**src/rtl/isdr_ram.sv**
```systemverilog
// ----------------------------------------------------------------------------
// isdr_ram
// Generic single-write, single-read memory with a registered read port.
// ----------------------------------------------------------------------------
module isdr_ram #(
    parameter int WIDTH = 8,
    parameter int DEPTH = 16
) (
    input  logic                     aclk,
    input  logic                     we,
    input  logic [$clog2(DEPTH)-1:0] waddr,
    input  logic [WIDTH-1:0]         wdata,
    input  logic [$clog2(DEPTH)-1:0] raddr,
    output logic [WIDTH-1:0]         rdata
);

    logic [WIDTH-1:0] mem_reg [DEPTH];

    always_ff @(posedge aclk) begin
        if (we) begin
            mem_reg[waddr] <= wdata;
        end
        rdata <= mem_reg[raddr];
    end

endmodule

```
**config.mk**
```make
export PLATFORM = sky130hd
export DESIGN_NAME = isdr_ram
export DESIGN_NICKNAME = d
export VERILOG_FILES = /design/src/rtl/isdr_ram.sv
export SDC_FILE = /design/constraint.sdc
export NUM_CORES = 1
export LEC_CHECK = 0
export ABC_AREA = 1
export BUFFER_PORTS_ARGS = -buffer_cell sky130_fd_sc_hd__buf_4
export CAP_MARGIN = 15
export CORE_UTILIZATION = 45
export DETAILED_ROUTE_END_ITERATION = 12
export PLACE_DENSITY_LB_ADDON = 0.08
export SYNTH_ARGS = -nofsm -noshare
export SYNTH_HDL_FRONTEND = slang
export SYNTH_SLANG_ARGS = --single-unit
```
**constraint.sdc**
```tcl
create_clock -name aclk -period 1.4 [get_ports aclk]
set_clock_uncertainty 0.2 [all_clocks]
set_input_delay 0.07 -clock aclk [delete_from_list [all_inputs] [get_ports aclk]]
set_output_delay 0.07 -clock aclk [all_outputs]
set_load 0.01 [all_outputs]
```
==> results.ini, run 1 <==
[route]
postRouteAntennaNets = 0
wirelength_mm = 13.1
drc = 0
drt_iter0_drc = 304
first_pass_iters = 7
vias = 3833
route.detailed.wl_per_inst_um = 16.6
via_per_inst = 4.85

[clock_network]
cts_resized = 0
clockBufferDepth = 2
clock_sinks = 136
worst_skew_pair.late_latency_ps = 420
post-cts-setup-buffers = 0
cts_max_level = 4
cts_made_buffers = 17
ctsRootBufferMaster = clkbuf_16
clk_pin_slew_ps = 50
tritoncts = built

[critical_path]
critPathCapture = rdata[3]
critical-path-max-stage-delay_ps = 530
critPathSlowestCell = dlygate4sd3_1
arrival_ps = 1410
required_ps = 1500
critPathLaunch = raddr[2]
reg2reg_from = mem_reg[5][4]
path_cells = dlygate4sd3_1 -> buf_4 -> inv_1 -> buf_4 -> nand3_1 -> nand3_1 -> nand2_1
cp-start-kind = primary input
cp-end-kind = register
reg2reg_slack_ps = 200
critPathKind = in2reg
rr_worst_depth = 6
rr_endpoint = rdata[4]
crit_fanout = 13

[die]
rows = 40
die-height_um = 115
die_w_um = 115
io_pins = 26
start_util = 0.470
core_mm2 = 0.0123
dieArea_mm2 = 0.0133

[grt]
grt_first_pass_wirelength_mm = 20.4
grt_overflow = 0
antenna_found_initial = 0
grt_max_degree = 47
grt_util_all_layers = 0.220
grt_pass1_vias = 3713

[finish]
final_nets = 628
layout_commonest_cell = nand2_1
layout-area-overhead-vs-synth_pct = 20.5
largest_reg_flops = 128
fill_cells = 1061
diodes = 0
layout_common_cells = nand2_1, edfxtp_1, inv_1, nand3_1, buf_4
final_layout_size_suffix_gt1_frac = 0.130

[sta]
fmax_ghz = 0.768
period_share = 0.930
setup_viol = 0
setup_ws_ps = 97.6
fin_tns_setup_ps = 0
maxSlewViolCount = 0
finalHoldViolations = 0
relSlewSlack = 0.790
grt_setup_unrepaired = false
period_minus_slack_ps = 1300
worst_pin_slew_ps = 315

[placed_design]
gp_congestion = 0.806
hpwl_mm = 8.21
port_buffers = 25
place_ws_ps = 31.6

[synth]
synth_area_mm2 = 0.00577
synthCells = 551
yosysSeqAreaShare = 0.694
ys_ff_latch = 136
ys_warn_count = 0
synth.avg_cell_area_um2 = 10.5
synth_cell_types = 12
synth.net_count = 569

[pwr]
power_leakage_nw = 3.03
cellPowerDensity_mw_per_mm2 = 1400
peakVddDrop_uv = 720

[run]
cap_violations = 0

[min_path]
hold_class = in2reg

[status]
status = completed

==> through the flow <==
step / instances / instance area [um^2] / utilization / hold WS (ps) / total power [W]
global placement: 748 / 6250 / 0.509 / 207 / 0.00528
detailed placement: 748 / 6250 / 0.509 / 205 / 0.00528
CTS: 791 / 6950 / 0.567 / 31.4 / 0.00977
finish: 791 / 6950 / 0.567 / 26.2 / 0.00971
floorplan: 551 / 5770 / - / -31.1 / 0.00499
global route: 791 / 6950 / 0.567 / 54.8 / 0.00999
==> kinds of logic after synthesis <==
logic type    Yosys count  share of synthesized area
simple gates          289                      0.210
flops                 136                      0.694
buf+inv               126                     0.0952
==> final cells by class <==
class	count	area, um^2	area share
Clock buffer	20	437	0.0628
Clock inverter	12	156	0.0225
Inverter	102	383	0.0551
Multi-Input combinational cell	289	1210	0.175
Sequential cell	136	4000	0.576
Tap cell	168	210	0.0302
Timing Repair Buffer	64	546	0.0785
==> critical path, delay by kind of cell <==
family	cells	cell delay [ps]
AND/OR/NAND/NOR	3	350
buffers and inverters	4	980
==> repair_timing <==
item / in CTS / in global routing
endpoints found under the hold margin: 136 / 0
setup endpoints to repair: 0 / 0
hold buffers: 11 / 0
==> layer usage <==
metal  part of all wire  up-vias  GRT usage
li1                   -     1889          -
met1               0.46     1813      0.304
met2               0.47      108      0.341
met3              0.045       23     0.0416
met4              0.023        0      0.100
met5                  0        -          0
==> power by group <==
group | switching (W) | total [W] | leakage (nW) | internal [W]
combinational | 0.000400 | 0.000631 | 1.52 | 0.000231
sequential | 0.0000323 | 0.00459 | 1.22 | 0.00455
clock | 0.00155 | 0.00449 | 0.294 | 0.00294
==> worst min path at each step <==
stage	startpoint	to	slack, ps	depth (start not counted)
floorplan	wdata[0]	mem_reg[0][0]	-30	0
global placement	wdata[7]	mem_reg[13][7]	210	1
detailed placement	raddr[3]	rdata[0]	200	3
CTS	raddr[1]	rdata[4]	30	5
global route	raddr[1]	rdata[4]	50	5
finish	raddr[1]	rdata[4]	30	5
==> Yosys cell counts <==
cell type / n / share of area
nor2_1: 17 / 0.011
edfxtp_1: 128 / 0.67
nand3b_1: 2 / 0.0026
buf_4: 4 / 0.0052
buf_6: 6 / 0.012
nand3_1: 97 / 0.084
inv_2: 2 / 0.0013
buf_2: 13 / 0.011
dfxtp_1: 8 / 0.028
inv_1: 100 / 0.065
buf_1: 1 / 0.00065
nand2_1: 173 / 0.11
Power figures use the tool's default switching activity.
==> inputs of run 2 (changes only) <==
--- a/config.mk
+++ b/config.mk
@@ -8,7 +8,7 @@
 export ABC_AREA = 1
 export BUFFER_PORTS_ARGS = -buffer_cell sky130_fd_sc_hd__buf_4
 export CAP_MARGIN = 15
-export CORE_UTILIZATION = 45
+export CORE_UTILIZATION = 57
 export DETAILED_ROUTE_END_ITERATION = 12
 export PLACE_DENSITY_LB_ADDON = 0.08
 export SYNTH_ARGS = -nofsm -noshare
==> results.ini, run 2 (synthesis gave the netlist of run 1 again) <==
[grt]
grt_overflow = 0
grt_first_pass_wirelength_mm = 20.1
grt_max_degree = 42
grt_util_all_layers = 0.275
antenna_found_initial = 0
grt_pass1_vias = 3759

[pwr]
power_switching_w = 0.00201
power_w = 0.00983
clkPwrFrac = 0.468
pwr-share-comb = 0.066
peakVddDrop_uv = 870
switching_share = 0.205
power_leakage_nw = 3.04
internal_power_w = 0.00782
sequentialPowerShare = 0.466
cellPowerDensity_mw_per_mm2 = 1410

[clock_network]
clk_pin_slew_ps = 60
worst_skew_pair.late_latency_ps = 520
cts_made_buffers = 17
clockBufferDepth = 2
tritoncts = built
clock_sinks = 136
post-cts-setup-buffers = 0
ctsRootBufferMaster = clkbuf_8
cts_max_level = 4

[route]
first_pass_iters = 5
drc = 0
postRouteAntennaNets = 0
via_per_inst = 5.22
route.detailed.wl_per_inst_um = 17.4
wirelength_mm = 13.1
drt_iter0_drc = 223
vias = 3947

[sta]
fmax_ghz = 0.787
setup_viol = 0
relSlewSlack = 0.787
fin_tns_setup_ps = 0
grt_setup_unrepaired = false
period_share = 0.907
period_minus_slack_ps = 1270
hold_slack_ps = 40.3
finalHoldViolations = 0
maxSlewViolCount = 0
worst_pin_slew_ps = 320

[critical_path]
critPathSlowestCell = dfxtp_1
arrival_ps = 1000
cp-end-kind = primary output
path_delay_family = flip-flops
cp_num_buf_inv = 1
required_ps = 1130
path_cells = buf_4
crit_fanout = 1
critPathKind = reg2out
cp-start-kind = register
critical-path-max-stage-delay_ps = 350

[placed_design]
gp_congestion = 0.869
port_buffers = 25
hpwl_mm = 7.84

[finish]
fill_cells = 743
final_nets = 628
layout_commonest_cell = nand2_1
largest_reg_flops = 128
layout-area-overhead-vs-synth_pct = 20.5
final_layout_size_suffix_gt1_frac = 0.127
diodes = 0
layout_common_cells = nand2_1, edfxtp_1, inv_1, nand3_1, buf_4

[die]
start_util = 0.590
rows = 36
io_pins = 26
die_w_um = 103
die-height_um = 103
core_mm2 = 0.00977
dieArea_mm2 = 0.0105

[min_path]
hold_class = in2reg

[run]
cap_violations = 0

[status]
status = completed

run 2: changes by cell type in the layout (fill, tap and decap cells not counted), sizes merged:
cell / previous run / this run
buf: 53 / 49
clkbuf: 20 / 24
clkinvlp: 0 / 1
clkinv: 8 / 3
dlygate4sd3: 11 / 15
run 2: routing by layer:
layer	part of all wire	track usage
met5	0	0
met4	0.024	0.116
met3	0.073	0.0678
met2	0.50	0.456
met1	0.40	0.346
run 2: layout make-up:
cell class                 instances  area (um^2)  share of cell area
clock inverter                     8          143              0.0205
clock buffer                      24          470              0.0677
tap                              133          166              0.0240
timing repair buffer              64          568              0.0818
inverter                         102          383              0.0551
multi-input combinational        289         1210               0.175
sequential                       136         4000               0.576
run 2: path summary, 6_finish.rpt:
path | slack [ps] | cells past startpoint | endpoint | startpoint
setup / recovery | 130 | 1 | rdata[6] | rdata[6]
hold / removal | 40 | 4 | mem_reg[10][3] | waddr[1]
setup reg to reg | 140 | 6 | rdata[5] | mem_reg[7][5]
hold reg to reg | 470 | 6 | rdata[1] | mem_reg[12][1]
run 2: power groups by stage:
stage          registers, W  logic [W]  clock network [W]
3_3_place_gp        0.00466   0.000602                  0
2_1_floorplan       0.00467   0.000321                  0
6_report            0.00458   0.000647            0.00460
4_1_cts             0.00458   0.000651            0.00463
3_5_place_dp        0.00466   0.000611                  0
5_1_grt             0.00459   0.000711            0.00479
run 2: repair_timing:
action / 4_1_cts / 5_1_grt
resized for setup: 0 / 0
endpoints found under the setup margin: 0 / 4
hold buffers: 15 / 0
hold endpoints to repair: 204 / 0
run 2: per-stage QoR:
step | utilization | instances | cell area [um^2] | setup WS (ps)
2_1_floorplan | - | 551 | 5770 | 179
3_3_place_gp | 0.634 | 710 | 6190 | 85.2
3_5_place_dp | 0.634 | 710 | 6190 | 89.3
4_1_cts | 0.712 | 757 | 6960 | 105
5_1_grt | 0.711 | 756 | 6950 | 37.1
6_report | 0.711 | 756 | 6950 | 130
